==> config.mk <==
export PLATFORM = sky130hd
export DESIGN_NAME = rsd_prep
export DESIGN_NICKNAME = d
export VERILOG_FILES = /design/src/hw/rtl/rsd_pkg.sv /design/src/hw/rtl/rsd_prep.sv
export SDC_FILE = /design/constraint.sdc
export NUM_CORES = 1
export LEC_CHECK = 0
export BUFFER_PORTS_ARGS = -buffer_cell sky130_fd_sc_hd__buf_2
export CAP_MARGIN = 40
export CELL_PAD_IN_SITES_DETAIL_PLACEMENT = 1
export CELL_PAD_IN_SITES_GLOBAL_PLACEMENT = 2
export CORE_MARGIN = 1.5
export CORE_UTILIZATION = 30
export CTS_BUF_LIST = sky130_fd_sc_hd__clkbuf_8
export CTS_CLUSTER_SIZE = 10
export DETAILED_ROUTE_END_ITERATION = 7
export HOLD_SLACK_MARGIN = 0.15
export PLACE_DENSITY = 0.91
export SLEW_MARGIN = 20
export SYNTH_ARGS = -nofsm -noshare
export SYNTH_HDL_FRONTEND = slang
export SYNTH_SLANG_ARGS = --single-unit
==> constraint.sdc <==
create_clock -name clk -period 4.65 [get_ports clk]
set_input_delay 0.2325 -clock clk [delete_from_list [all_inputs] [get_ports clk]]
set_output_delay 0.2325 -clock clk [all_outputs]
set_load 0.01 [all_outputs]
==> src/hw/rtl/rsd_pkg.sv <==
`timescale 1ns / 1ps
`default_nettype none
// ----------------------------------------------------------------------------
// Rounding signed divider package
// Sideband control that travels with each beat down the divider pipeline.
// ----------------------------------------------------------------------------
package rsd_pkg;

  typedef struct packed {
    logic valid;
    logic negative;
    logic zero_div;
  } rsd_ctrl_t;

endpackage
`default_nettype wire

==> src/hw/rtl/rsd_prep.sv <==
`timescale 1ns / 1ps
`default_nettype none
// ----------------------------------------------------------------------------
// Rounding signed divider: operand preparation
// Registers the dividend magnitude plus half the divisor, and the divisor.
// ----------------------------------------------------------------------------
module rsd_prep import rsd_pkg::*; #(
  parameter int W = 32
) (
  input  wire logic                clk,
  input  wire logic                rst,
  input  wire logic                start,
  input  wire logic signed [W-1:0] dividend,
  input  wire logic        [W-2:0] divisor,
  output rsd_ctrl_t                ctrl,
  output logic             [W-1:0] num,
  output logic             [W-2:0] dvs
);

  logic         negative;
  logic [W-1:0] mag;
  logic [W-1:0] num_next;

  always_comb begin
    negative = dividend[W-1];
    mag      = negative ? (~dividend + W'(1)) : dividend;
    num_next = mag + W'(divisor >> 1);
  end

  always_ff @(posedge clk) begin
    if (rst) begin
      ctrl.valid <= 1'b0;
    end else begin
      ctrl.valid <= start;
    end
    ctrl.negative <= negative;
    ctrl.zero_div <= (divisor == '0);
    num           <= num_next;
    dvs           <= divisor;
  end

endmodule
`default_nettype wire

==> run metrics, run 1 <==
DRT iter0 DRCs 183; Detail Placement HPWL 9890 um; Clk pin slew, worst setup/hold paths 0.07 ns; Synth Flop Type dfxtp_1; largest net degree at the start of global routing 34; CTS Sinks 66; Post-Synthesis Cells 401; DRT Pass-1 Iters 5; GR Layer Usage met1 21.7%; H-tree depth 3; Final Max Tran Viols 0; RD Place Congestion 0.861; global routing's busiest layer met2; Mapped Area 3690 um^2; Seq pwr share 37.7%; sw frac 33.4%; fmax 267 MHz; number of remaining DRC errors 0; Setup TNS Final 0 ns; Final min period 3.75 ns; arrival time worst endpoint 4.05 ns; Syn Nets 506; part of the power in the clock network 26.8%; DRT Wirelength 12600 um; vias in the first global route 3955; final worst setup slack 0.898 ns; Worst slew margin 56.6%; type of the worst setup path in2reg; final setup fails 0; Placed Instances 674; remaining global-route overflow 0; vias 3624; clk buf depth 2; Layout fillers 1433; PwrDens 369 nW/um^2; Synth cell types 51; crit share post-route 80.7%; Gate power share 35.6%; post-route ant nets 0; Non-Filler Instances 723; Peak supply drop 0.000127 V; CTS buffer count 9; cell row count 40; Diodes inserted 0; GR Layer Usage met2 35.6%; Port Buf Inserts 131; CTS tree built; global-route wire length before repair 19600 um; WL per Instance 17.4 um; ys async rst share 0%; yosys warns 0; Yosys reg bits 66; Int Pwr 1.24 mW; GRT met3 Usage 5.95%; number of synthesized flops with an enable pin 0; Die Y 114 um; Syn Area/Cell 9.19 um^2; CP max FO 5; max-cap violation count 0; Initial Util 30.7%; # nets final 677; worst hold margin 0.255 ns; area grow syn2layout 37.0%; DP Worst Slack 0.756 ns; initial antenna violation count 0; Worst Tran Pin Value 0.645 ns; total global-route track usage 19.7%; HP Class in2reg; Required @ worst endpoint 4.95 ns; post-cts sizing count 0; DR vias/cell 5.01; Leakage 2.26 nW; Die X 114 um; status finished clean; share of cells above drive strength 1 27.8%; core area 12000 um^2; Fin. Hold Viols 0; Critical Path Sink Type register; Die Footprint 13000 um^2; unrepaired setup endpoints after global routing false; Psw 0.623 mW; Seq/Total Area, Yosys 35.8%; Startpoint Class input pin; Root Driver clkbuf_8; num ports 132
[critical path, cell delays in order]
cell,delay (ns)
dlygate4sd3_1,0.54
buf_2,0.15
nor2_1,0.13
and2_1,0.17
nand2_1,0.13
or4_1,0.47
o41ai_1,0.32
xnor2_1,0.12
ha_1,0.37
nand2_1,0.11
o21ai_0,0.34
o2111ai_1,0.17
a32oi_1,0.35
nand3_1,0.15
a21oi_2,0.17
xnor2_1,0.12
[layout by cell type, fill, tap and decap left out, types with 2 or more instances in the layout]
| cell type | instances |
|---|---|
| buf_2 | 131 |
| dfxtp_1 | 66 |
| xnor2_1 | 48 |
| a21oi_1 | 38 |
| ha_1 | 38 |
| nand2_1 | 36 |
| dlygate4sd3_1 | 34 |
| o21ai_0 | 30 |
| nor2_1 | 17 |
| inv_1 | 13 |
| clkbuf_8 | 12 |
| o31ai_1 | 10 |
| xor2_1 | 10 |
| nor4_1 | 9 |
| nand3_1 | 8 |
| a21o_1 | 6 |
| o21bai_1 | 5 |
| nor3_1 | 4 |
| nand4_1 | 4 |
| a41oi_1 | 4 |
| nor2b_1 | 4 |
| and2_1 | 3 |
| or4_1 | 3 |
| o41ai_1 | 3 |
| a31oi_1 | 3 |
| nor3b_1 | 2 |
| or3_4 | 2 |
| or2_2 | 2 |
| o211ai_1 | 2 |
| a211oi_1 | 2 |
| o21a_1 | 2 |
| a211o_1 | 2 |
[cell type report]
| cell class | instances | area [um^2] | share of cell area [%] |
|---|---|---|---|
| flip-flops and latches | 66 | 1320 | 26.2 |
| clock buffers | 12 | 165 | 3.27 |
| well taps | 147 | 184 | 3.64 |
| multi-input cells | 318 | 2300 | 45.6 |
| repair buffers | 165 | 996 | 19.7 |
| clock inverters | 3 | 38.8 | 0.768 |
| inverters | 12 | 45.0 | 0.892 |
[flip-flops by register name, indices dropped and copies added (netlist names)]
register  cells
num          32
dvs          31
ctrl          3
[path summary, 6_finish.rpt]
| kind | start | end | slack [ns] | cells past startpoint |
|---|---|---|---|---|
| min | dividend[30] | num[31] | 0.25 | 4 |
| max | dividend[0] | num[31] | 0.90 | 16 |
[power by group through the flow]
stage / clock (mW) / sequential (mW) / combinational, mW
floorplan: 0 / 0.770 / 0.325
global placement: 0 / 0.709 / 0.627
detailed placement: 0 / 0.714 / 0.635
CTS: 0.513 / 0.704 / 0.664
global route: 0.537 / 0.711 / 0.723
finish: 0.499 / 0.702 / 0.663
[cells by family (layout without fill, tap and decap cells)]
kind of cell / after synthesis / after routing / share of synthesized area (%)
DFF: 66 / 66 / 35.8
AOI/OAI and AO/OA: 118 / 118 / 20.5
and+or+nand+nor: 102 / 102 / 14.2
adders and majority gates: 39 / 39 / 13.4
xor gates and xnor gates: 59 / 59 / 14.2
buffers and inverters: 17 / 192 / 1.73
[layer usage]
metal,routed length (um),share of wire (%)
met1,5270,42
met3,600,4.8
met4,308,2.5
met2,6380,51
met5,0,0
[cell usage after synthesis, types with 3 or more instances]
| master | number | area, um^2 |
|---|---|---|
| dfxtp_1 | 66 | 1320 |
| xnor2_1 | 48 | 420 |
| a21oi_1 | 38 | 190 |
| ha_1 | 38 | 475 |
| nand2_1 | 36 | 135 |
| o21ai_0 | 30 | 150 |
| nor2_1 | 17 | 63.8 |
| inv_1 | 12 | 45.0 |
| o31ai_1 | 10 | 75.1 |
| xor2_1 | 10 | 87.6 |
| nor4_1 | 9 | 56.3 |
| nand3_1 | 8 | 40.0 |
| a21o_1 | 6 | 45.0 |
| clkbuf_1 | 5 | 18.8 |
| o21bai_1 | 5 | 37.5 |
| a41oi_1 | 4 | 35.0 |
| nand4_1 | 4 | 25.0 |
| nor2b_1 | 4 | 25.0 |
| nor3_1 | 4 | 20.0 |
| a31oi_1 | 3 | 18.8 |
| and2_1 | 3 | 18.8 |
| o41ai_1 | 3 | 26.3 |
| or4_1 | 3 | 22.5 |
[per-stage QoR]
| step | area, um^2 | power, mW | utilization [%] |
|---|---|---|---|
| floorplan | 3690 | 1.09 | - |
| global placement | 4510 | 1.34 | 37.5 |
| detailed placement | 4510 | 1.35 | 37.5 |
| CTS | 5050 | 1.88 | 42.1 |
| global route | 5050 | 1.97 | 42.1 |
| finish | 5050 | 1.86 | 42.1 |
[what timing repair did]
action	CTS	global route
setup buffers	0	0
hold endpoints to repair	33	0
hold buffers	34	0
Power figures use the tool's default switching activity.
==> inputs of run 2 (changes only) <==
clock period = 3.9 ns   (was 4.65 ns; I/O delays follow)
==> run metrics, run 2 (same netlist as run 1, synthesis figures left out) <==
DRT iter0 DRCs 113; clk buf depth 2; DRT Pass-1 Iters 4; post-route ant nets 0; Initial Util 30.7%; remaining global-route overflow 0; number of remaining DRC errors 0; Largest register FFs 32; unrepaired setup endpoints after global routing false; Leakage 2.27 nW; Setup TNS Final 0 ns; # nets final 684; H-tree depth 3; vias in the first global route 3900; Final Max Tran Viols 0; Startpoint Class input pin; WL per Instance 17.2 um; status finished clean; cell row count 40; largest net degree at the start of global routing 26; Root Driver clkbuf_8; final instance area 5040 um^2; final setup fails 0; commonest cells after routing, fill and taps aside 131 x buf_2, 66 x dfxtp_1, 48 x xnor2_1, 38 x a21oi_1, 38 x ha_1; Post-Place Cell Area 4560 um^2; vias 3688; type of the worst setup path in2reg; Diodes inserted 0; Detail Placement HPWL 9950 um; Required @ worst endpoint 4.15 ns; HP Class in2reg; core area 12000 um^2; RD Place Congestion 0.902; Final min period 3.67 ns; Critical Path Sink Type register; Peak supply drop 0.000214 V; share of cells above drive strength 1 28.2%; global-route wire length before repair 19200 um; PwrDens 413 nW/um^2; most flop-heavy register num; Worst slew margin 57.3%; CTS Sinks 66; num ports 132; arrival time worst endpoint 3.92 ns; CTS tree built; CTS buffer count 9; DRT Wirelength 12500 um; Clk pin slew, worst setup/hold paths 0.07 ns; Largest regs num (32), dvs (31), ctrl (3); max-cap violation count 0; DR vias/cell 5.07; Port Buf Inserts 131; area grow syn2layout 36.9%; initial antenna violation count 0; Die Footprint 13000 um^2; most common cell after layout, fill and taps aside buf_2; Fin. Hold Viols 0; total global-route track usage 19.4%; Die X 114 um; fmax 272 MHz; Layout fillers 1442; crit share post-route 94.2%; Die Y 114 um; CP max FO 5; Worst Tran Pin Value 0.640 ns
run 2: what timing repair did:
item | 4_1_cts | 5_1_grt
hold buffers | 34 | 0
endpoints found under the setup margin | 0 | 1
buffers inserted | 0 | 0
hold endpoints to repair | 34 | 0
resized for setup | 0 | 1
run 2: per-layer routing:
metal / global-route usage (%) / part of all wire [%] / vias to the layer above
met1: 21.3 / 42 / 1738
met2: 35.1 / 51 / 109
met5: 0 / 0 / -
met4: 9.50 / 2.9 / 0
li1: - / - / 1812
met3: 4.68 / 4.8 / 29
run 2: worst max-delay path, cell delays in order:
cell and delay (ns):
dlygate4sd3_1 0.53, buf_2 0.14, nor2_1 0.14, and2_1 0.17, nand2_1 0.07, or4_1 0.47
o41ai_1 0.33, xnor2_1 0.16, ha_1 0.38, nand2_1 0.12, or3_1 0.41, a211o_1 0.30
nand3_1 0.19, a41oi_1 0.17, xnor2_1 0.15
run 2: through the flow:
stage / hold WS [ns] / cells / power, mW / setup WS [ns] / util [%]
floorplan: 0.223 / 401 / 1.30 / 0.642 / -
global placement: 0.317 / 681 / 1.60 / 0.0909 / 38.0
detailed placement: 0.314 / 681 / 1.61 / 0.104 / 38.0
CTS: 0.157 / 728 / 2.11 / 0.230 / 42.0
global route: 0.204 / 728 / 2.22 / 0.000608 / 42.0
finish: 0.196 / 728 / 2.08 / 0.227 / 42.0
run 2: power by group:
| group | total, mW | internal (mW) | switching, mW |
|---|---|---|---|
| clock | 0.450 | 0.211 | 0.239 |
| combinational | 0.797 | 0.344 | 0.453 |
| sequential | 0.837 | 0.803 | 0.0342 |
| total | 2.08 | 1.36 | 0.726 |
run 2: cell type report:
class | count | area, um^2 | area share [%]
flip-flops and latches | 66 | 1320 | 26.2
multi-input cells | 318 | 2310 | 45.7
inverters | 12 | 45.0 | 0.893
clock buffers | 9 | 124 | 2.46
repair buffers | 172 | 1050 | 20.8
clock inverters | 4 | 16.3 | 0.322
well taps | 147 | 184 | 3.65
run 2: path summary, 6_finish.rpt:
| kind | cells past startpoint | slack (ns) | startpoint | endpoint |
|---|---|---|---|---|
| max | 15 | 0.23 | dividend[0] | num[24] |
| min | 1 | 0.20 | dividend[31] | ctrl[1] |
