[src/hw/rtl/rsd_pkg.sv]
`timescale 1ns / 1ps
`default_nettype none
// ----------------------------------------------------------------------------
// Rounding signed divider package
// Sideband control that travels with each beat down the divider pipeline.
// ----------------------------------------------------------------------------
package rsd_pkg;

  typedef struct packed {
    logic valid;
    logic negative;
    logic zero_div;
  } rsd_ctrl_t;

endpackage
`default_nettype wire

[src/hw/rtl/rsd_finish.sv]
`timescale 1ns / 1ps
`default_nettype none
// ----------------------------------------------------------------------------
// Rounding signed divider: result stage
// Forms the nearest multiple from the remainder and applies the sign, or clears both results on a divide by zero.
// ----------------------------------------------------------------------------
module rsd_finish import rsd_pkg::*; #(
  parameter int W = 32
) (
  input  wire logic         clk,
  input  wire logic         rst,
  input  wire rsd_ctrl_t    ctrl_in,
  input  wire logic [W-2:0] rem_in,
  input  wire logic [W-1:0] quo_in,
  input  wire logic [W-1:0] num_in,
  output logic              done,
  output logic signed [W-1:0] quotient,
  output logic signed [W:0]   nearest_multiple,
  output logic              divide_by_zero
);

  logic [W-1:0] mult_mag;
  logic [W-1:0] quo_next;
  logic [W:0]   mult_next;

  always_comb begin
    mult_mag = num_in - {1'b0, rem_in};
    if (ctrl_in.zero_div) begin
      quo_next  = '0;
      mult_next = '0;
    end else if (ctrl_in.negative) begin
      quo_next  = ~quo_in + W'(1);
      mult_next = ~{1'b0, mult_mag} + (W+1)'(1);
    end else begin
      quo_next  = quo_in;
      mult_next = {1'b0, mult_mag};
    end
  end

  always_ff @(posedge clk) begin
    if (rst) begin
      done <= 1'b0;
    end else begin
      done <= ctrl_in.valid;
    end
    quotient         <= quo_next;
    nearest_multiple <= mult_next;
    divide_by_zero   <= ctrl_in.zero_div;
  end

endmodule
`default_nettype wire

[config.mk]
export PLATFORM = sky130hd
export DESIGN_NAME = rsd_finish
export DESIGN_NICKNAME = d
export VERILOG_FILES = /design/src/hw/rtl/rsd_pkg.sv /design/src/hw/rtl/rsd_finish.sv
export SDC_FILE = /design/constraint.sdc
export NUM_CORES = 1
export LEC_CHECK = 0
export BUFFER_PORTS_ARGS = -buffer_cell sky130_fd_sc_hd__buf_2
export CELL_PAD_IN_SITES_DETAIL_PLACEMENT = 0
export CELL_PAD_IN_SITES_GLOBAL_PLACEMENT = 1
export CORE_UTILIZATION = 42
export CTS_BUF_LIST = sky130_fd_sc_hd__clkbuf_4
export DETAILED_ROUTE_END_ITERATION = 6
export PLACE_DENSITY = 0.92
export SYNTH_ARGS = -nofsm -noshare
export SYNTH_HDL_FRONTEND = slang
export SYNTH_SLANG_ARGS = --single-unit
[constraint.sdc]
create_clock -name clk -period 8.12 [get_ports clk]
set_input_delay 0.812 -clock clk [delete_from_list [all_inputs] [get_ports clk]]
set_output_delay 0.812 -clock clk [all_outputs]
set_load 0.01 [all_outputs]
==> results of run 1 <==
-- flip-flops by register name (all words and copies together) (netlist names) --
name / cells
done: 1
quotient: 32
nearest_multiple: 33
divide_by_zero: 1
-- per-stage QoR --
| stage | worst slack, ns | instance area [µm²] | utilization |
|---|---|---|---|
| global placement | 3.751 | 6477 | 0.5071 |
| CTS | 4.148 | 6633 | 0.5192 |
| detailed placement | 3.685 | 6477 | 0.5071 |
| global route | 3.866 | 6633 | 0.5192 |
| floorplan | 4.091 | 5553 | - |
| finish | 4.077 | 6633 | 0.5192 |
-- cell families (layout without fill, tap and decap cells) --
| group | after synthesis | count (layout) | synth area share |
|---|---|---|---|
| XOR/XNOR | 68 | 68 | 0.1073 |
| AND/OR/NAND/NOR | 269 | 269 | 0.2384 |
| flip-flops | 67 | 67 | 0.2416 |
| AO/OA/AOI/OAI | 203 | 203 | 0.2670 |
| buffers and inverters | 74 | 226 | 0.05295 |
| multiplexers | 8 | 8 | 0.01487 |
| adder cells (fa/ha/maj) | 34 | 34 | 0.07796 |
-- cell usage after synthesis, types with 6 or more instances --
cell type  count
nor2_1        89
nor4_1         6
nand4_1        9
a211oi_1       7
and2_1         9
o31ai_1       17
buf_2          7
ha_1          33
o21ai_0       36
or3_1         10
o41ai_1       10
a21o_1        10
a21oi_1       36
mux2i_1        6
o211ai_1      12
nand2_1       66
nand3_1       13
or4_1          9
xnor2_1       24
and3_1        10
o21a_1        10
dfxtp_1       67
a21oi_2        7
clkbuf_1      22
nor3_1        16
inv_1         42
xor2_1        44
-- routing by layer --
layer,GRT usage,up-vias,part of all wire
met3,0.03708,11,0.061
met4,0.05654,0,0.010
met2,0.3491,173,0.45
li1,-,2913,-
met1,0.2777,2485,0.48
met5,0,-,0
-- worst min-delay path by stage --
stage / start / endpoint / slack [ns] / cells past startpoint
after floorplan: ctrl_in[0] / divide_by_zero / 0.84 / 0
after global placement: rst / done / 0.97 / 2
after detailed placement: rst / done / 0.97 / 2
after CTS: rst / done / 0.50 / 2
after global routing: rst / done / 0.51 / 2
final: rst / done / 0.55 / 2
-- area by class of cell --
class                      count  area share
timing repair buffer         168      0.1275
clock inverter                 6     0.01207
multi-input combinational    582      0.5906
sequential                    67      0.2022
inverter                      42     0.02377
tap                          172     0.03245
clock buffer                  10     0.01132
-- where the power goes --
| group | internal [µW] | switching [µW] | total, µW | leakage [µW] |
|---|---|---|---|---|
| sequential | 368 | 8.34 | 376 | 0.000559 |
| combinational | 171 | 256 | 427 | 0.00243 |
| clock | 126 | 111 | 237 | 0.0000815 |
==> flow_metrics.py, run 1 <==
metrics = {
    "grt": {
        "grt_pass1_vias": 4870,
        "grt_use_total": 0.2093,
        "grt_pass1_wl_mm": 22.94,
        "antenna_found_initial": 0,
        "grt_remaining_overflow": 0,
        "grt_max_degree": 65,
    },
    "sta": {
        "maxSlewHeadroom": 0.4604,
        "period_needed_ns": 4.043,
        "tightest_slew_ns": 0.8020,
        "hold_violations": 0,
        "setup_viol": 0,
        "hold_ws_ns": 0.5470,
        "finalSetupTns_ns": 0,
        "clock.fmax_mhz": 247.3,
        "fin_crit_sh": 0.4980,
        "timing.final.max_slew_violations": 0,
        "rsz0062_at_grt": "no",
    },
    "placed_design": {
        "dp_cells": 1031,
        "hpwlAfterDp_mm": 11.32,
        "place.gp.congestion": 0.8367,
        "portBuffers": 166,
    },
    "power": {
        "irDropWorstVdd_v": 0.00006498,
        "report.power.total_uw": 1040,
        "p_leak_uw": 0.003071,
        "power_density_nw_per_um2": 156.8,
    },
    "clocking": {
        "cts_buffers": 9,
        "cts_buffer_depth": 2,
        "cts_root_buffer": "clkbuf_4",
        "ctsResizeCount": 0,
        "cts_hold_buf": 0,
        "postCtsSetupRepairBufs": 0,
        "h-tree-depth": 3,
        "clkTransAtPathRegs_ns": 0.10,
        "cts_sinks": 67,
        "cts_tree": "done",
    },
    "critical_path": {
        "critical_path.max_stage_delay_ns": 0.71,
        "worst_ep_arrival_time_ns": 4.35,
        "start_kind": "input pin",
        "crit_family": "compound AO/OA/AOI/OAI gates",
        "crit_top_cell": "inv_1",
        "crit_slowest_cell": "or4_1",
        "crit_start": "num_in[0]",
        "endpoint": "nearest_multiple[28]",
        "worstPathCellList": "buf_2, inv_1, ha_1, inv_1, fa_1, a211oi_2, o21a_2, o211ai_4, a21oi_1, xor2_1, nand4_1, or4_1, mux2_1, a221o_1",
        "crit_cells": 14,
        "worst-path-buf-inv": 3,
        "crit_type": "input pin to flop",
        "end_kind": "flop",
        "crit_fanout": 7,
        "worstPathRequired_ns": 8.43,
    },
    "final_layout": {
        "multi_input_area_um2": 3918,
        "nets": 1004,
        "layout_commonest_cell": "buf_2",
        "diodes": 0,
        "seqCellArea_um2": 1341,
        "final_cells": 1047,
        "n_fill_cell": 1317,
        "drive_gt1_frac": 0.2411,
        "final_cell_mix": "buf_2, nor2_1, dfxtp_1, nand2_1, xor2_1",
        "syn_to_final_growth_pct": 19.45,
    },
    "flow_run": {
        "drv_cap": 0,
    },
    "synth": {
        "synth_top_area_share": 0.2416,
        "yosys_warnings": 0,
        "async_reset_ff_frac": 0,
        "yosys-top-cells-area": "dfxtp_1, ha_1, xor2_1",
        "yosys_most_used_dff": "dfxtp_1",
        "ys_ff_latch": 67,
        "synth_edf_count": 0,
        "syn_avg_cell_area_um2": 7.680,
        "post_synth_instance_area_um2": 5553,
        "synth_cell_types": 75,
        "synth_top_area_cell": "dfxtp_1",
        "syn_nets": 857,
        "seq_area_frac_synth": 0.2416,
        "synth_cells": 723,
    },
    "routing": {
        "dr_total_vias": 5582,
        "drt_pass1_iterations": 5,
        "routed_via_density": 5.331,
        "drc": 0,
        "ant_nets": 0,
        "drt_wl_total_mm": 14.10,
        "wire_per_inst_um": 13.47,
        "drt_iter0_drc": 347,
    },
    "floorplanning": {
        "core_area_um2": 12770,
        "start_util": 0.4347,
        "die_h_um": 117.0,
        "num_rows": 41,
        "ioPinCount": 167,
        "die_area_um2": 13680,
        "dieWidth_um": 117.0,
    },
    "hold_path": {
        "min_path_type": "input pin to flop",
    },
    "run_status": {
        "status": "finished, final reports clean",
    },
}
(Power assumes the default switching activity.)
==> run 2, diff against run 1 <==
- CORE_UTILIZATION: 42 -> 39
- PLACE_DENSITY: 0.92 -> 0.86
- clock period: 8.12 -> 4 ns (I/O delays scaled with it)
==> run 2 against run 1 <==
Setup slack got worse by 3.5 ns. Hold slack worse by 0.40 ns. Flip-flop and latch count stayed put. Non-clock buffer count grew 10. Die area rose by 7.6%. Global-route usage down 0.82 points. Clock power rose by 44%. Sequential share of layout area is 0.087 points lower. Clock-buffer cell count unchanged. Wire length up 2.9%. Sequential power up 100%. First-iteration DRC count down 2.3%.
==> flow_metrics.py, run 2 (synthesized netlist as in run 1, its figures left out) <==
metrics = {
    "run_status": {
        "status": "finished, final reports clean",
    },
    "grt": {
        "grt_use_total": 0.2011,
        "grt_pass1_vias": 4997,
        "grt_pass1_wl_mm": 24.06,
        "grt_util_met1": 0.2741,
        "grt_remaining_overflow": 0,
        "antenna_found_initial": 1,
        "grt_max_degree": 64,
        "grt_busiest_layer": "met2",
        "use_met2": 0.3242,
        "use_met3": 0.02820,
    },
    "clocking": {
        "cts_sinks": 67,
        "clkTransAtPathRegs_ns": 0.09,
        "cts_buffers": 9,
        "postCtsSetupRepairBufs": 0,
        "cts_buffer_depth": 2,
        "ctsResizeCount": 0,
        "h-tree-depth": 3,
        "cts_tree": "done",
        "cts_hold_buf": 0,
        "cts_root_buffer": "clkbuf_4",
    },
    "routing": {
        "drt_wl_total_mm": 14.51,
        "drt_iter0_drc": 339,
        "wire_per_inst_um": 13.62,
        "drt_pass1_iterations": 5,
        "ant_nets": 0,
        "routed_via_density": 5.276,
        "drc": 0,
        "dr_total_vias": 5619,
    },
    "sta": {
        "finalSetupTns_ns": 0,
        "timing.final.max_slew_violations": 0,
        "fin_crit_sh": 0.8613,
        "setup_viol": 0,
        "rsz0062_at_grt": "no",
        "tightest_slew_ns": 0.9619,
        "period_needed_ns": 3.445,
        "maxSlewHeadroom": 0.3587,
        "hold_violations": 0,
        "hold_ws_ns": 0.1459,
        "clock.fmax_mhz": 290.3,
    },
    "final_layout": {
        "syn_to_final_growth_pct": 19.96,
        "n_fill_cell": 1450,
        "nets": 1014,
        "top_regs": "nearest_multiple x33, quotient x32",
        "layout_commonest_cell": "buf_2",
        "seqCellArea_um2": 1341,
        "final_cells": 1065,
        "final_cell_mix": "buf_2, nor2_1, dfxtp_1, nand2_1, xor2_1",
        "drive_gt1_frac": 0.2477,
        "multi_input_area_um2": 3918,
        "regMostFlops": "nearest_multiple",
        "largest_register_ffs": 33,
    },
    "power": {
        "report.power.total_uw": 1992,
        "p_leak_uw": 0.003094,
        "irDropWorstVdd_v": 0.00008689,
        "power_density_nw_per_um2": 299.1,
    },
    "floorplanning": {
        "num_rows": 43,
        "ioPinCount": 167,
        "die_h_um": 121.3,
        "start_util": 0.4000,
        "core_area_um2": 13880,
        "die_area_um2": 14720,
        "dieWidth_um": 121.3,
    },
    "hold_path": {
        "hp-start": "rst",
        "min_to": "done",
        "hold_depth": 2,
        "min_path_type": "input pin to flop",
    },
    "critical_path": {
        "worst_ep_arrival_time_ns": 3.75,
        "crit_fanout": 7,
        "start_kind": "input pin",
        "worstPathRequired_ns": 4.30,
        "crit_type": "input pin to flop",
        "end_kind": "flop",
    },
    "flow_run": {
        "drv_cap": 0,
    },
    "placed_design": {
        "portBuffers": 166,
        "dp_cells": 1049,
        "hpwlAfterDp_mm": 11.81,
        "place.gp.congestion": 0.8971,
    },
}
[run 2: how the worst max path moves through the flow]
stage          startpoint                    to  slack (ns)
2_1_floorplan   num_in[0]  nearest_multiple[28]        0.38
3_3_place_gp    num_in[0]  nearest_multiple[27]        0.18
3_5_place_dp    num_in[0]  nearest_multiple[27]        0.11
4_1_cts         num_in[0]  nearest_multiple[27]        0.57
5_1_grt         num_in[0]  nearest_multiple[27]        0.35
6_report        num_in[0]  nearest_multiple[27]        0.55
[run 2: worst max-delay path: stages]
cell and delay, ns:
buf_2 0.10, inv_1 0.04, ha_1 0.16, inv_1 0.06, fa_1 0.44, a211oi_2 0.32, o21a_2 0.24, o211ai_4 0.12
a21oi_1 0.16, xor2_1 0.21, nand4_1 0.26, or3_1 0.50, o41ai_1 0.35, mux2_2 0.37
[run 2: area by class of cell]
type / instances / area share
Antenna cell: 1 / 0.0003757
Multi-Input combinational cell: 582 / 0.5881
Tap cell: 180 / 0.03381
Clock inverter: 5 / 0.003193
Clock buffer: 10 / 0.01127
Inverter: 42 / 0.02367
Timing Repair Buffer: 178 / 0.1382
Sequential cell: 67 / 0.2014
[run 2: power by group]
group	switching, µW	total (µW)	internal (µW)
logic	525	886	361
registers	18.1	764	746
clock network	219	342	123
total	762	1990	1230
[run 2: metal layers]
layer	vias to the layer above	wire length [µm]
li1	2938	-
met1	2507	7123
met2	164	6412
met3	10	810
met4	0	163
met5	-	0
[run 2: stage by stage]
| step | area [µm²] | utilization | setup slack [ns] |
|---|---|---|---|
| 6_report | 6661 | 0.4799 | 0.5548 |
| 3_3_place_gp | 6563 | 0.4728 | 0.1813 |
| 4_1_cts | 6659 | 0.4797 | 0.5728 |
| 2_1_floorplan | 5553 | - | 0.3831 |
| 3_5_place_dp | 6563 | 0.4728 | 0.1094 |
| 5_1_grt | 6661 | 0.4799 | 0.3505 |
==> run 3, diff against run 2 <==
==> constraint.sdc (replaced) <==
create_clock -name clk -period 4 [get_ports clk]
set_input_delay 0.6 -clock clk [delete_from_list [all_inputs] [get_ports clk]]
set_output_delay 0.6 -clock clk [all_outputs]
set_load 0.01 [all_outputs]
==> run 3 against run 2 <==
Hold slack gained 0.21 ns. Die area is the same. Utilization grew 0.90 points. Setup slack worse by 0.11 ns. Wire length is 1.7% higher. Sequential share of layout area is 0.37 points lower. Critical path depth is the same. Global-route usage is 0.35 points higher. Sequential power hardly changed. Flip-flop and latch count unchanged. Combinational power grew 2.8%. Critical endpoint is now nearest_multiple[28]. Largest cell class unchanged.
==> flow_metrics.py, run 3 (synthesized netlist as in run 1, its figures left out) <==
metrics = {
    "final_layout": {
        "syn_to_final_growth_pct": 22.22,
        "layout_commonest_cell": "buf_2",
        "drive_gt1_frac": 0.2609,
        "stdcell_area_um2": 6787,
        "nets": 1028,
        "diodes": 0,
        "largest_register_ffs": 33,
        "regMostFlops": "nearest_multiple",
        "final_cell_mix": "buf_2, nor2_1, dfxtp_1, nand2_1, xor2_1",
        "n_fill_cell": 1453,
        "final_util": 0.4889,
        "top_regs": "nearest_multiple x33, quotient x32",
    },
    "power": {
        "irDropWorstVdd_v": 0.0001386,
        "p_sw_frac": 0.3680,
        "netSwitchingPower_uw": 764.7,
        "report.power.total_uw": 2078,
        "clock_power_share": 0.194,
        "p_leak_uw": 0.003171,
        "p_seq_frac": 0.368,
        "internal-power_uw": 1313,
        "combPwrFrac": 0.439,
        "power_density_nw_per_um2": 306.2,
    },
    "run_status": {
        "status": "finished, final reports clean",
    },
    "routing": {
        "dr_total_vias": 5701,
        "drc": 0,
        "wire_per_inst_um": 13.70,
        "drt_pass1_iterations": 4,
        "drt_wl_total_mm": 14.76,
        "ant_nets": 0,
        "routed_via_density": 5.293,
        "drt_iter0_drc": 267,
    },
    "grt": {
        "grt_use_total": 0.2047,
        "grt_max_degree": 62,
        "grt_pass1_vias": 5154,
        "grt_remaining_overflow": 0,
        "grt_pass1_wl_mm": 24.55,
        "antenna_found_initial": 0,
    },
    "placed_design": {
        "hpwlAfterDp_mm": 11.95,
        "place.gp.congestion": 0.8904,
        "dpl_cell_area_um2": 6668,
        "portBuffers": 166,
    },
    "sta": {
        "finalSetupTns_ns": 0,
        "rsz0062_at_grt": "no",
        "hold_ws_ns": 0.3512,
        "hold_violations": 0,
        "timing.final.max_slew_violations": 0,
        "tightest_slew_ns": 0.9906,
        "clock.fmax_mhz": 281.6,
        "maxSlewHeadroom": 0.3396,
        "setup_viol": 0,
        "fin_crit_sh": 0.8878,
        "period_needed_ns": 3.551,
    },
    "flow_run": {
        "drv_cap": 0,
    },
    "clocking": {
        "cts_buffers": 9,
        "postCtsSetupRepairBufs": 0,
        "cts_buffer_depth": 2,
        "clkTransAtPathRegs_ns": 0.09,
        "ctsResizeCount": 0,
        "cts_hold_buf": 0,
        "cts_tree": "done",
        "h-tree-depth": 3,
        "cts_root_buffer": "clkbuf_4",
        "cts_sinks": 67,
    },
    "floorplanning": {
        "die_area_um2": 14720,
        "num_rows": 43,
        "dieWidth_um": 121.3,
        "die_h_um": 121.3,
        "start_util": 0.4000,
        "core_area_um2": 13880,
        "ioPinCount": 167,
    },
    "hold_path": {
        "hold_depth": 2,
        "min_path_type": "input pin to flop",
    },
    "critical_path": {
        "start_kind": "input pin",
        "crit_fanout": 5,
        "end_kind": "flop",
        "worstPathCellList": "buf_2, inv_1, ha_1, inv_1, fa_1, a211oi_2, o21a_2, o211ai_4, a21o_1, a221oi_2, nand4_2, or4_1, mux2_1, a221o_1",
        "worstPathRequired_ns": 4.29,
        "critical_path.max_stage_delay_ns": 0.54,
        "worst_ep_arrival_time_ns": 3.84,
        "crit_type": "input pin to flop",
        "crit_top_cell": "inv_1",
        "crit_slowest_cell": "or4_1",
    },
}
-- run 3: cell types whose count changed in the layout (fill, tap and decap cells not counted) --
cell,before,now
buf_4,12,26
diode_2,1,0
bufinv_16,0,1
clkinv_1,3,1
-- run 3: path summary, 6_finish.rpt --
check / start / to / slack (ns)
setup / recovery: num_in[0] / nearest_multiple[28] / 0.45
hold / removal: rst / done / 0.35
-- run 3: per-stage QoR --
step,setup WS (ns),std cells
after floorplan,0.1831,723
after global placement,0.09343,1063
after detailed placement,0.03656,1063
after CTS,0.4797,1077
after global routing,0.2566,1077
final,0.4488,1077
-- run 3: metal layers --
metal	up-vias	GRT usage	routed length, µm	part of all wire
met1	2571	0.2779	7149	0.48
met4	0	0.06173	187	0.013
li1	2956	-	-	-
met2	158	0.3313	6587	0.45
met5	-	0	0	0
met3	16	0.03102	835	0.057
-- run 3: area by class of cell --
class                   instances  area (µm²)  share of cell area
flip-flops and latches         67        1341              0.1976
well taps                     180       225.2             0.03319
clock inverters                 4       43.79            0.006453
clock buffers                  10       75.07             0.01106
inverters                      42       157.7             0.02323
multi-input cells             582        3918              0.5772
repair buffers                192        1026              0.1512
-- run 3: power by group through the flow --
stage                     combinational [µW]  clock (µW)  sequential, µW
after detailed placement                 905           0             781
after global routing                    1020         448             772
after CTS                                910         415             766
final                                    911         403             764
after floorplan                          558           0             825
after global placement                   903           0             779
-- run 3: worst max-delay path: cells and delay by family --
family / cells / cell delay, ns
compound gates: 6 / 1.45
fa+ha+maj: 2 / 0.57
buf+inv: 3 / 0.19
mux: 1 / 0.33
simple gates: 2 / 0.69
