### src/hw/rtl/rsd_pkg.sv
`timescale 1ns / 1ps
`default_nettype none
// ----------------------------------------------------------------------------
// Rounding signed divider package
// Sideband control that travels with each beat down the divider pipeline.
// ----------------------------------------------------------------------------
package rsd_pkg;

  typedef struct packed {
    logic valid;
    logic negative;
    logic zero_div;
  } rsd_ctrl_t;

endpackage
`default_nettype wire

### src/hw/rtl/rsd_div_stage.sv
`timescale 1ns / 1ps
`default_nettype none
// ----------------------------------------------------------------------------
// Rounding signed divider: restoring division stage
// Resolves one quotient bit per stage and registers the partial remainder.
// ----------------------------------------------------------------------------
module rsd_div_stage import rsd_pkg::*; #(
  parameter int W = 32
) (
  input  wire logic         clk,
  input  wire logic         rst,
  input  wire rsd_ctrl_t    ctrl_in,
  input  wire logic [W-2:0] rem_in,
  input  wire logic [W-1:0] work_in,
  input  wire logic [W-1:0] num_in,
  input  wire logic [W-2:0] dvs_in,
  output rsd_ctrl_t         ctrl_out,
  output logic      [W-2:0] rem_out,
  output logic      [W-1:0] work_out,
  output logic      [W-1:0] num_out,
  output logic      [W-2:0] dvs_out
);

  logic [W-1:0] trial;
  logic [W-1:0] diff;
  logic         ge;
  logic [W-2:0] rem_next;

  always_comb begin
    trial    = {rem_in, work_in[W-1]};
    diff     = trial - {1'b0, dvs_in};
    ge       = (trial >= {1'b0, dvs_in});
    rem_next = ge ? diff[W-2:0] : trial[W-2:0];
  end

  always_ff @(posedge clk) begin
    if (rst) begin
      ctrl_out.valid <= 1'b0;
    end else begin
      ctrl_out.valid <= ctrl_in.valid;
    end
    ctrl_out.negative <= ctrl_in.negative;
    ctrl_out.zero_div <= ctrl_in.zero_div;
    rem_out           <= rem_next;
    work_out          <= {work_in[W-2:0], ge};
    num_out           <= num_in;
    dvs_out           <= dvs_in;
  end

endmodule
`default_nettype wire

### config.mk
export PLATFORM = sky130hd
export DESIGN_NAME = rsd_div_stage
export DESIGN_NICKNAME = d
export VERILOG_FILES = /design/src/hw/rtl/rsd_pkg.sv /design/src/hw/rtl/rsd_div_stage.sv
export SDC_FILE = /design/constraint.sdc
export NUM_CORES = 1
export LEC_CHECK = 0
export ABC_CLOCK_PERIOD_IN_PS = 7300
export BUFFER_PORTS_ARGS = -buffer_cell sky130_fd_sc_hd__buf_2
export CORE_MARGIN = 2
export CORE_UTILIZATION = 45
export DETAILED_ROUTE_END_ITERATION = 7
export PLACE_DENSITY = 0.81
export SETUP_SLACK_MARGIN = 0.05
export SLEW_MARGIN = 10
export SYNTH_ARGS = -nofsm -noshare
export SYNTH_HDL_FRONTEND = slang
export SYNTH_SLANG_ARGS = --single-unit
### constraint.sdc
create_clock -name clk -period 7.3 [get_ports clk]
set_input_delay 2.19 -clock clk [delete_from_list [all_inputs] [get_ports clk]]
set_output_delay 2.19 -clock clk [all_outputs]
set_load 0.01 [all_outputs]
==> reports/metrics.sh, run 1 <==
ROOT_BUFFER='sky130_fd_sc_hd__clkbuf_8'
INITIAL_CORE_UTIL=0.460
ANTENNA_FOUND_INITIAL=0
DIE_HEIGHT_MICRONS=107
CP-END-KIND='flip-flop'
YS_DOMINANT_REG_CELL='sky130_fd_sc_hd__dfxtp_1'
CLOCKBUFFERDEPTH=2
MIN_PERIOD_OVER_PERIOD=0.638
POWER_AFTER_LAYOUT_mW=1.96
CLOCK_POWER_SHARE=0.427
SLEW_VIOL_FINAL=0
MIN_FROM='work_in[22]'
WORST_SUPPLY_VOLTAGE_DROP_ON_VDD_mV=0.194
TIMING.FINAL.HOLD_VIOLATIONS=0
SYNTH-WARNING-COUNT=0
WHS_PATH_DEPTH=1
CTSRESIZECOUNT=0
FIN_CELLS=892
P_LEAK_nW=3.41
HP-CLASS='primary input to flip-flop'
CELLINTERNALPOWER_mW=1.44
HOLDPATHEND='work_out[23]'
POWER_DENSITY_mW_PER_MM2=292
OUTCOME='complete, no violations'
FILLERS=818
DP_CELLS=860
TIMING_WORST_SLEW_PIN_VALUE_NS=0.482
CORE_BOX_AREA_SQ_MM=0.0103
CLOCK_TREE_FROM_TRITONCTS='built'
TRACK_USAGE=0.232
POST-ROUTE-MIN-PERIOD_NS=4.66
MAX_SLEW_MARGIN=0.678
DIODES=0
COMBPWRFRAC=0.172
POST-DP-HPWL_MM=10.5
GRT_PASS1_WL_MM=20.4
DETAILEDROUTE.FIRSTPASSITERATIONCOUNT=5
PORT_BUFFERS=259
SYNTH.NET_COUNT=640
DIE_AREA_SQ_MM=0.0113
IOPINCOUNT=260
ROUTE.ANTENNA.REMAINING_NETS=0
FINAL.SETUP.TNS_NS=0
PLACE.GP.CONGESTION=0.870
SYNTH-SEQ-AREA-SHARE=0.546
CTS_SETUP_BUFFERS=0
SYNTH.AVG_CELL_AREA_SQ_UM=9.92
AVGROUTEDWIREPERCELL_MICRONS=14.9
LAYOUT_COMMONEST_CELL='sky130_fd_sc_hd__buf_2'
PLACE_WORST_SETUP_SLACK_NS=2.21
CRITPATHMAXFANOUT=46
CORE.ROWCOUNT=37
POWER_SWITCHING_mW=0.522
FINAL_REPORT_SETUP_VIOLATION_COUNT=0
GRT_SETUP_UNREPAIRED='no'
HTREE_NUM_LEVELS=4
WORSTSETUPSTARTPOINTTYPE='primary input'
YS_ASYNC_SR_FRACTION=0
AVGVIACOUNTPERCELL=4.98
CRITPATHREQUIREDTIME_NS=7.72
NETLIST_INSTANCES=477
SWSHARE=0.266
GRT_START_MAX_NET_PINS=47
YOSYS.CELL_TYPES.COUNT=47
CRIT_TYPE='primary input to flip-flop'
CLOCK_SINKS=129
TOP_LIBRARY_CELLS_BY_USAGE_IN_THE_LAYOUT_FILL_AND_TAPS_ASIDE='sky130_fd_sc_hd__buf_2 (259), sky130_fd_sc_hd__dfxtp_1 (129), sky130_fd_sc_hd__a21oi_1 (49)'
POST_ROUTE_CELLS_DRIVE_ABOVE_1_SHARE=0.392
CTS_HOLD_REPAIR.BUFFERS=0
DIE-WIDTH_MICRONS=107
MAX_CAP_VIOL_COUNT=0
MAXCLOCKFREQUENCY_GHz=0.215
SYNTH-SEQ-CELLS=129
SYNTH_ENABLE_FLOP_CELLS=0
AREA_GROWTH_PCT=42.1
DETAIL_ROUTE.ITER0.VIOLATIONS=257
GRT_PASS1_VIAS=4366
NETLIST_AREA_SQ_MM=0.00473
ROUTED_WIRELENGTH_MM=13.3
NETS_FINAL=906
WORST_EP_ARRIVAL_TIME_NS=5.07
OVERFLOW=0
SEQUENTIALPOWERSHARE=0.400
TRITONCTS.NUM_BUFFERS=17
DETAIL_ROUTE.DRC_VIOLATIONS=0
CLKTRANSATPATHREGS_NS=0.06
DETAILROUTE.VIA_COUNT=4442
POST-ROUTE-WORST-SETUP-SLACK_NS=2.64
==> cell type report <==
class | instances | area, sq um | share of cell area
Sequential cell | 129 | 2580 | 0.384
Multi-Input combinational cell | 294 | 1910 | 0.285
Timing Repair Buffer | 259 | 1300 | 0.193
Clock buffer | 18 | 418 | 0.0622
Clock inverter | 14 | 180 | 0.0268
Tap cell | 136 | 170 | 0.0253
Inverter | 42 | 160 | 0.0238
==> metal layers <==
layer | up-vias | global-route usage | share of wire
li1 | 2174 | - | -
met1 | 2027 | 0.242 | 0.38
met2 | 210 | 0.419 | 0.52
met3 | 31 | 0.0852 | 0.074
met4 | 0 | 0.0974 | 0.025
met5 | - | 0 | 0
==> through the flow <==
stage / hold slack, ns / utilization / cell area, sq um
floorplan: 2.22 / - / 4730
global placement: 2.29 / 0.596 / 6120
detailed placement: 2.29 / 0.596 / 6120
CTS: 1.74 / 0.654 / 6720
global route: 1.73 / 0.654 / 6720
finish: 1.76 / 0.654 / 6720
==> worst max-delay path: stages <==
cell and delay [ns]:
sky130_fd_sc_hd__buf_2 0.08, sky130_fd_sc_hd__inv_1 0.05, sky130_fd_sc_hd__ha_1 0.38, sky130_fd_sc_hd__a211oi_1 0.39, sky130_fd_sc_hd__o211ai_1 0.18, sky130_fd_sc_hd__a31o_2 0.30
sky130_fd_sc_hd__a211oi_1 0.23, sky130_fd_sc_hd__a211oi_1 0.14, sky130_fd_sc_hd__nor2_4 0.44, sky130_fd_sc_hd__inv_4 0.30, sky130_fd_sc_hd__mux2_4 0.37
==> registers in the layout, summed over array words and instances (netlist names) <==
signal	cells
num_out	32
work_out	32
dvs_out	31
rem_out	31
ctrl_out	3
==> Yosys cell counts, types with 3 or more instances <==
cell | n | area share
sky130_fd_sc_hd__a211o_1 | 3 | 0.0056
sky130_fd_sc_hd__a211oi_1 | 7 | 0.011
sky130_fd_sc_hd__a21o_1 | 5 | 0.0079
sky130_fd_sc_hd__a21oi_1 | 49 | 0.052
sky130_fd_sc_hd__and2_1 | 5 | 0.0066
sky130_fd_sc_hd__buf_2 | 5 | 0.0053
sky130_fd_sc_hd__buf_6 | 3 | 0.0071
sky130_fd_sc_hd__clkbuf_1 | 4 | 0.0032
sky130_fd_sc_hd__dfxtp_1 | 129 | 0.55
sky130_fd_sc_hd__ha_1 | 31 | 0.082
sky130_fd_sc_hd__inv_1 | 41 | 0.033
sky130_fd_sc_hd__nand2_1 | 35 | 0.028
sky130_fd_sc_hd__nand2b_1 | 4 | 0.0053
sky130_fd_sc_hd__nand3_1 | 5 | 0.0053
sky130_fd_sc_hd__nand4_1 | 5 | 0.0066
sky130_fd_sc_hd__nor2_1 | 41 | 0.033
sky130_fd_sc_hd__nor2b_1 | 5 | 0.0066
sky130_fd_sc_hd__nor3_1 | 4 | 0.0042
sky130_fd_sc_hd__nor4_1 | 3 | 0.0040
sky130_fd_sc_hd__o211a_1 | 3 | 0.0063
sky130_fd_sc_hd__o211ai_1 | 4 | 0.0063
sky130_fd_sc_hd__o21ai_0 | 27 | 0.029
sky130_fd_sc_hd__o21bai_1 | 5 | 0.0079
sky130_fd_sc_hd__o31ai_1 | 3 | 0.0048
sky130_fd_sc_hd__xnor2_1 | 11 | 0.020
sky130_fd_sc_hd__xor2_1 | 12 | 0.022
==> power groups by stage <==
stage          Clock (mW)  Combinational, mW  Sequential (mW)
5_1_grt             0.886              0.371            0.790
6_report            0.839              0.338            0.785
2_1_floorplan           0              0.159            0.836
3_5_place_dp            0              0.334            0.801
3_3_place_gp            0              0.326            0.799
4_1_cts             0.855              0.337            0.786
==> cell families after synthesis <==
family	synth area share
mux	0.00317
fa+ha+maj	0.0862
simple gates	0.115
flops	0.546
compound gates	0.157
buf+inv	0.0495
xor+xnor	0.0426
==> worst max path at each step <==
stage	cells after the start	slack (ns)	from	to
6_report	11	2.64	dvs_in[20]	rem_out[18]
3_3_place_gp	11	2.27	dvs_in[25]	rem_out[18]
2_1_floorplan	11	2.92	work_in[31]	rem_out[18]
3_5_place_dp	11	2.21	dvs_in[25]	rem_out[18]
5_1_grt	11	2.49	dvs_in[25]	rem_out[18]
4_1_cts	11	2.75	dvs_in[20]	rem_out[18]
Note: power is estimated with default switching activity, not from simulation.
==> run 2, diff against run 1 <==
--- a/config.mk
+++ b/config.mk
@@ -5,12 +5,12 @@
 export SDC_FILE = /design/constraint.sdc
 export NUM_CORES = 1
 export LEC_CHECK = 0
-export ABC_CLOCK_PERIOD_IN_PS = 7300
+export ABC_CLOCK_PERIOD_IN_PS = 4500
 export BUFFER_PORTS_ARGS = -buffer_cell sky130_fd_sc_hd__buf_2
 export CORE_MARGIN = 2
-export CORE_UTILIZATION = 45
+export CORE_UTILIZATION = 44
 export DETAILED_ROUTE_END_ITERATION = 7
-export PLACE_DENSITY = 0.81
+export PLACE_DENSITY = 0.79
 export SETUP_SLACK_MARGIN = 0.05
 export SLEW_MARGIN = 10
 export SYNTH_ARGS = -nofsm -noshare
==> constraint.sdc (replaced) <==
create_clock -name clk -period 4.5 [get_ports clk]
set_input_delay 1.35 -clock clk [delete_from_list [all_inputs] [get_ports clk]]
set_output_delay 1.35 -clock clk [all_outputs]
set_load 0.01 [all_outputs]
==> reports/metrics.sh, run 2 (synthesis gave the netlist of run 1 again) <==
HOLDPATHEND='work_out[24]'
SLEW_VIOL_FINAL=0  # unchanged
WHS_NS=0.945  # -0.816 ns
OVERFLOW=0  # unchanged
CORE_BOX_AREA_SQ_MM=0.0104  # +0.90%
POST_ROUTE_CELLS_DRIVE_ABOVE_1_SHARE=0.394  # +0.00212
WORST_SUPPLY_VOLTAGE_DROP_ON_VDD_mV=0.226  # +17%
AREA_GROWTH_PCT=42.4
CRITPATHMAXFANOUT=46  # unchanged
GRT_PASS1_WL_MM=19.9  # -2.3%
MAXCLOCKFREQUENCY_GHz=0.283
ROUTED_WIRELENGTH_MM=13.1  # -1.5%
TRITONCTS.NUM_BUFFERS=17  # unchanged
TOP_REGS='num_out (32), work_out (32)'
NETS_FINAL=908  # +0.22%
CLKTRANSATPATHREGS_NS=0.06  # about the same
DETAIL_ROUTE.ITER0.VIOLATIONS=199  # -23%
CP-END-KIND='flip-flop'
POSTPLACECELLAREA_SQ_MM=0.00614  # +0.25%
HTREE_NUM_LEVELS=4  # unchanged
PORT_BUFFERS=259  # unchanged
P_LEAK_nW=3.42  # +0.28%
MAX_CAP_VIOL_COUNT=0  # unchanged
CTSRESIZECOUNT=0  # unchanged
ROUTE.ANTENNA.REMAINING_NETS=0  # unchanged
CORE.ROWCOUNT=37  # unchanged
GRT_SETUP_UNREPAIRED='no'
DIE_HEIGHT_MICRONS=108  # +1.1%
MIN_FROM='work_in[23]'
DETAILROUTE.VIA_COUNT=4365  # -1.7%
LAYOUT_COMMONEST_CELL='sky130_fd_sc_hd__buf_2'
IOPINCOUNT=260  # unchanged
ROOT_BUFFER='sky130_fd_sc_hd__clkbuf_8'
CLOCK_SINKS=129  # unchanged
CLOCK_TREE_FROM_TRITONCTS='built'
DP_CELLS=862  # +0.23%
POWER_AFTER_LAYOUT_mW=3.18  # +62%
OUTCOME='complete, no violations'
GRT_PASS1_VIAS=4366  # unchanged
DIE_AREA_SQ_MM=0.0116  # +2.2%
DETAILEDROUTE.FIRSTPASSITERATIONCOUNT=4  # -1
GRT_START_MAX_NET_PINS=47  # unchanged
FIN_CELLS=893  # +0.11%
PLACE.GP.CONGESTION=0.849  # -2.3%
DETAIL_ROUTE.DRC_VIOLATIONS=0  # unchanged
INITIAL_CORE_UTIL=0.456  # -0.00411
FINAL.SETUP.TNS_NS=0  # unchanged
ANTENNA_FOUND_INITIAL=0  # unchanged
AVGROUTEDWIREPERCELL_MICRONS=14.7  # -1.6%
HP-CLASS='primary input to flip-flop'
FINAL_AREA_SQ_MM=0.00674  # +0.20%
WHS_PATH_DEPTH=1  # unchanged
POST-DP-HPWL_MM=10.3  # -1.3%
POWER_DENSITY_mW_PER_MM2=473  # +62%
MIN_PERIOD_OVER_PERIOD=0.784
CTS_SETUP_BUFFERS=0  # unchanged
TIMING.FINAL.HOLD_VIOLATIONS=0  # unchanged
TOP_LIBRARY_CELLS_BY_USAGE_IN_THE_LAYOUT_FILL_AND_TAPS_ASIDE='sky130_fd_sc_hd__buf_2 (259), sky130_fd_sc_hd__dfxtp_1 (129), sky130_fd_sc_hd__a21oi_1 (49)'
FINAL_REPORT_SETUP_VIOLATION_COUNT=0  # unchanged
CRIT_TYPE='primary input to flip-flop'
CLOCKBUFFERDEPTH=2  # unchanged
CTS_HOLD_REPAIR.BUFFERS=0  # unchanged
MAX_SLEW_MARGIN=0.698  # +0.0209
POST-ROUTE-MIN-PERIOD_NS=3.53
TIMING_WORST_SLEW_PIN_VALUE_NS=0.448  # -0.0349 ns
AVGVIACOUNTPERCELL=4.89  # -1.8%
TRACK_USAGE=0.219  # -0.0136
DIE-WIDTH_MICRONS=108  # +1.1%
CRITPATHREQUIREDTIME_NS=4.88  # -2.84 ns
WORSTSETUPSTARTPOINTTYPE='primary input'
WORST_EP_ARRIVAL_TIME_NS=3.91  # -1.16 ns
DIODES=0  # unchanged
==> run 2: routing by layer <==
metal  wire, microns  up-vias  global-route usage  share of wire
met5               0        -                   0              0
met4             209        0              0.0870          0.016
met3            1020       21              0.0708          0.078
met2            6790      183               0.397           0.52
met1            5100     1994               0.232           0.39
li1                -     2167                   -              -
==> run 2: worst max-delay path by stage <==
stage                      from     endpoint  slack, ns  cells past startpoint
global placement    work_in[31]  rem_out[18]       0.55                     12
finish              work_in[31]  rem_out[18]       0.97                     12
floorplan           work_in[31]  rem_out[18]       0.96                     11
detailed placement  work_in[31]  rem_out[18]       0.46                     12
global route        work_in[31]  rem_out[18]       0.78                     12
CTS                 work_in[31]  rem_out[18]        1.0                     12
==> run 2: where the power goes <==
group	internal, mW	switching, mW
Sequential	1.25	0.0250
Clock	0.850	0.517
Combinational	0.237	0.307
Total	2.34	0.849
==> run 2: final cells by class <==
cell class	count	area, sq um
inverter	42	160
tap	136	170
sequential	129	2580
fill	838	3630
clock buffer	17	414
timing repair buffer	261	1310
clock inverter	14	183
multi-input combinational	294	1910
==> run 2: worst max-delay path, cell delays in order <==
cell and delay [ns]:
sky130_fd_sc_hd__buf_2 0.09, sky130_fd_sc_hd__inv_1 0.04, sky130_fd_sc_hd__ha_1 0.21, sky130_fd_sc_hd__fa_1 0.41
sky130_fd_sc_hd__nor2b_1 0.17, sky130_fd_sc_hd__o31ai_1 0.10, sky130_fd_sc_hd__a21oi_1 0.22, sky130_fd_sc_hd__o21ai_0 0.16
sky130_fd_sc_hd__a211oi_1 0.37, sky130_fd_sc_hd__nor2_4 0.09, sky130_fd_sc_hd__inv_4 0.35, sky130_fd_sc_hd__mux2_4 0.34
==> run 2: metrics by stage <==
stage                     setup slack, ns   util
final                               0.970  0.649
after global routing                0.784  0.649
after CTS                           0.996  0.649
after detailed placement            0.464  0.592
after global placement              0.550  0.592
after floorplan                     0.959      -
==> run 3, diff against run 2 <==
--- a/config.mk
+++ b/config.mk
@@ -5,12 +5,13 @@
 export SDC_FILE = /design/constraint.sdc
 export NUM_CORES = 1
 export LEC_CHECK = 0
-export ABC_CLOCK_PERIOD_IN_PS = 4500
+export ABC_AREA = 1
+export ABC_CLOCK_PERIOD_IN_PS = 3300
 export BUFFER_PORTS_ARGS = -buffer_cell sky130_fd_sc_hd__buf_2
 export CORE_MARGIN = 2
-export CORE_UTILIZATION = 44
+export CORE_UTILIZATION = 45
 export DETAILED_ROUTE_END_ITERATION = 7
-export PLACE_DENSITY = 0.79
+export PLACE_DENSITY = 0.78
 export SETUP_SLACK_MARGIN = 0.05
 export SLEW_MARGIN = 10
 export SYNTH_ARGS = -nofsm -noshare
==> constraint.sdc (replaced) <==
create_clock -name clk -period 3.3 [get_ports clk]
set_input_delay 0.99 -clock clk [delete_from_list [all_inputs] [get_ports clk]]
set_output_delay 0.99 -clock clk [all_outputs]
set_load 0.01 [all_outputs]
==> reports/metrics.sh, run 3 <==
OUTCOME='complete, no violations'
CORE_BOX_AREA_SQ_MM=0.0120  # +15%
CLOCK_TREE_FROM_TRITONCTS='built'
SYNTH-WARNING-COUNT=0  # unchanged
POST-ROUTE-WORST-SETUP-SLACK_NS=0.747  # -0.223 ns
CP_COMMON_CELL='sky130_fd_sc_hd__nand2_1'
POST-ROUTE-MIN-PERIOD_NS=2.55
ANTENNA_FOUND_INITIAL=0  # unchanged
TIMING_WORST_SLEW_PIN_VALUE_NS=0.528  # +0.0806 ns
ROUTED_WIRELENGTH_MM=15.4  # +18%
HP-CLASS='primary input to flip-flop'
TIMING.FINAL.HOLD_VIOLATIONS=0  # unchanged
CRITPATHMAXFANOUT=29  # -37%
SYNTH-SEQ-AREA-SHARE=0.469  # -0.0767
DETAILROUTE.VIA_COUNT=5392  # +24%
GRT_PASS1_VIAS=5170  # +18%
YS_DOMINANT_REG_CELL='sky130_fd_sc_hd__dfxtp_1'
ROOT_BUFFER='sky130_fd_sc_hd__clkbuf_16'
SYNTH_COMMONEST_CELLS='sky130_fd_sc_hd__nand2_1 (291), sky130_fd_sc_hd__inv_1 (151), sky130_fd_sc_hd__dfxtp_1 (129), sky130_fd_sc_hd__nand3_1 (43), sky130_fd_sc_hd__nor2_1 (41)'
FINAL_AREA_SQ_MM=0.00755  # +12%
INITIAL_CORE_UTIL=0.460  # +0.00394
WORST_EP_ARRIVAL_TIME_NS=2.85  # -1.06 ns
POST-DP-HPWL_MM=12.4  # +20%
CTS_SETUP_BUFFERS=0  # unchanged
NETLIST_AREA_SQ_MM=0.00550  # +16%
WORST_SUPPLY_VOLTAGE_DROP_ON_VDD_mV=0.275  # +21%
SYNTH_MOST_COMMON_CELL='sky130_fd_sc_hd__nand2_1'
AVGVIACOUNTPERCELL=4.51  # -7.7%
MAXCLOCKFREQUENCY_GHz=0.392
TRITONCTS.NUM_BUFFERS=17  # unchanged
SYNTH-SEQ-CELLS=129  # unchanged
MAX_SLEW_MARGIN=0.647  # -0.0511
SYNTH.TOP_CELL.AREA_SHARE=0.469  # -0.0767
SEQCELLAREA_SQ_MM=0.00258  # unchanged
AREA_GROWTH_PCT=37.2
GRT_START_MAX_NET_PINS=30  # -36%
CRITPATHREQUIREDTIME_NS=3.60  # -1.28 ns
CRIT_TYPE='primary input to flip-flop'
NETLIST_INSTANCES=760  # +59%
TOP_REGS='num_out (32), work_out (32)'
FINAL_REPORT_SETUP_VIOLATION_COUNT=0  # unchanged
POWER_AFTER_LAYOUT_mW=4.40  # +38%
PLACE_WORST_SETUP_SLACK_NS=0.293  # -0.171 ns
DIE_HEIGHT_MICRONS=115  # +6.4%
DIODES=0  # unchanged
SYNTH_TOP_CELLS_BY_AREA='sky130_fd_sc_hd__dfxtp_1 (47%), sky130_fd_sc_hd__nand2_1 (20%), sky130_fd_sc_hd__inv_1 (10%), sky130_fd_sc_hd__ha_1 (7.0%), sky130_fd_sc_hd__nand3_1 (3.9%)'
GRT_PASS1_WL_MM=24.2  # +22%
YS_ASYNC_SR_FRACTION=0  # unchanged
MIN_PERIOD_OVER_PERIOD=0.774
SYNTH.AVG_CELL_AREA_SQ_UM=7.24  # -27%
PLACE.GP.CONGESTION=0.961  # +13%
POST_ROUTE_CELLS_DRIVE_ABOVE_1_SHARE=0.293  # -0.101
IOPINCOUNT=260  # unchanged
DETAIL_ROUTE.ITER0.VIOLATIONS=269  # +35%
DIE-WIDTH_MICRONS=115  # +6.4%
DIE_AREA_SQ_MM=0.0131  # +13%
FINAL.SETUP.TNS_NS=0  # unchanged
CP-END-KIND='flip-flop'
DETAILEDROUTE.FIRSTPASSITERATIONCOUNT=5  # +1
CPPEAKSTAGEDELAY_NS=0.36  # -0.05 ns
CRITICAL_PATH_BUF_INV_COUNT=4  # +1
CLOCKBUFFERDEPTH=2  # unchanged
SYNTH_ENABLE_FLOP_CELLS=0  # unchanged
CTSRESIZECOUNT=0  # unchanged
P_LEAK_nW=4.51  # +32%
SYNTH.NET_COUNT=923  # +44%
MAX_CAP_VIOL_COUNT=0  # unchanged
POWER_DENSITY_mW_PER_MM2=583  # +23%
WORSTPATHCELLLIST='buf_2 -> inv_1 -> ha_1 -> fa_1 -> inv_1 -> nand2_1 -> nand2_1 -> nand3_1 -> nand2_1 -> nand2_1 -> nand3_1 -> nand2_2 -> nand2_4 -> inv_2 -> nand2_1 -> nand2_1'
CTS_HOLD_REPAIR.BUFFERS=0  # unchanged
MULTI_INPUT_AREA_SQ_MM=0.00230  # +20%
FILLERS=1083  # +29%
SLOWEST_STAGE='sky130_fd_sc_hd__fa_1'
LAYOUT_COMMONEST_CELL='sky130_fd_sc_hd__nand2_1'
CLKTRANSATPATHREGS_NS=0.06  # about the same
CLOCK_SINKS=129  # unchanged
YOSYS.CELL_TYPES.COUNT=26  # -45%
POSTLAYOUTCOREUTIL=0.631  # -0.0182
ROUTE.ANTENNA.REMAINING_NETS=0  # unchanged
TRACK_USAGE=0.240  # +0.0215
WORSTSETUPSTARTPOINTTYPE='primary input'
POSTPLACECELLAREA_SQ_MM=0.00696  # +13%
NETS_FINAL=1198  # +32%
GRT_SETUP_UNREPAIRED='no'
SLEW_VIOL_FINAL=0  # unchanged
SYNTHDOMINANTAREACELLTYPE='sky130_fd_sc_hd__dfxtp_1'
CORE.ROWCOUNT=40  # +8.1%
OVERFLOW=0  # unchanged
PORT_BUFFERS=259  # unchanged
DETAIL_ROUTE.DRC_VIOLATIONS=0  # unchanged
AVGROUTEDWIREPERCELL_MICRONS=12.9  # -12%
CPLARGESTDELAYFAMILY='simple AND/OR/NAND/NOR gates'
TOP_LIBRARY_CELLS_BY_USAGE_IN_THE_LAYOUT_FILL_AND_TAPS_ASIDE='sky130_fd_sc_hd__nand2_1 (291), sky130_fd_sc_hd__buf_2 (259), sky130_fd_sc_hd__inv_1 (151)'
HTREE_NUM_LEVELS=4  # unchanged
-- run 3: logic make-up after synthesis --
family,after synthesis,share of synthesized area
xor gates and xnor gates,14,0.0223
DFF,129,0.469
adders and majority gates,32,0.0741
AOI/OAI and AO/OA,23,0.0223
and+or+nand+nor,401,0.299
buffers and inverters,161,0.113
-- run 3: routing by layer --
layer	share of wire	wire (microns)	track usage	vias up
met5	0	0	0	-
met3	0.078	1200	0.0672	30
met2	0.49	7610	0.419	213
met1	0.40	6220	0.271	2328
met4	0.026	405	0.111	0
li1	-	-	-	2821
-- run 3: final cells by class --
type	instances	area share
flip-flops and latches	129	0.342
well taps	147	0.0244
multi-input cells	470	0.304
clock buffers	18	0.0568
repair buffers	262	0.175
inverters	155	0.0771
clock inverters	14	0.0209
-- run 3: final timing paths --
check,from,to,slack [ns],cells after the start
worst max-delay path,work_in[31],rem_out[7],0.75,16
worst min-delay path,work_in[13],work_out[14],0.67,1
-- run 3: metrics by stage --
| stage | std cells | hold WS, ns |
|---|---|---|
| 6_report | 1195 | 0.669 |
| 5_1_grt | 1195 | 0.644 |
| 4_1_cts | 1195 | 0.652 |
| 3_5_place_dp | 1163 | 1.09 |
| 3_3_place_gp | 1163 | 1.09 |
| 2_1_floorplan | 760 | 1.02 |
-- run 3: report_power, final --
group / total (mW) / internal [mW] / leakage [nW] / switching [mW]
Combinational: 0.827 / 0.325 / 3.14 / 0.502
Clock: 1.85 / 1.12 / 0.283 / 0.724
Sequential: 1.73 / 1.70 / 1.09 / 0.0315
Total: 4.40 / 3.15 / 4.51 / 1.26
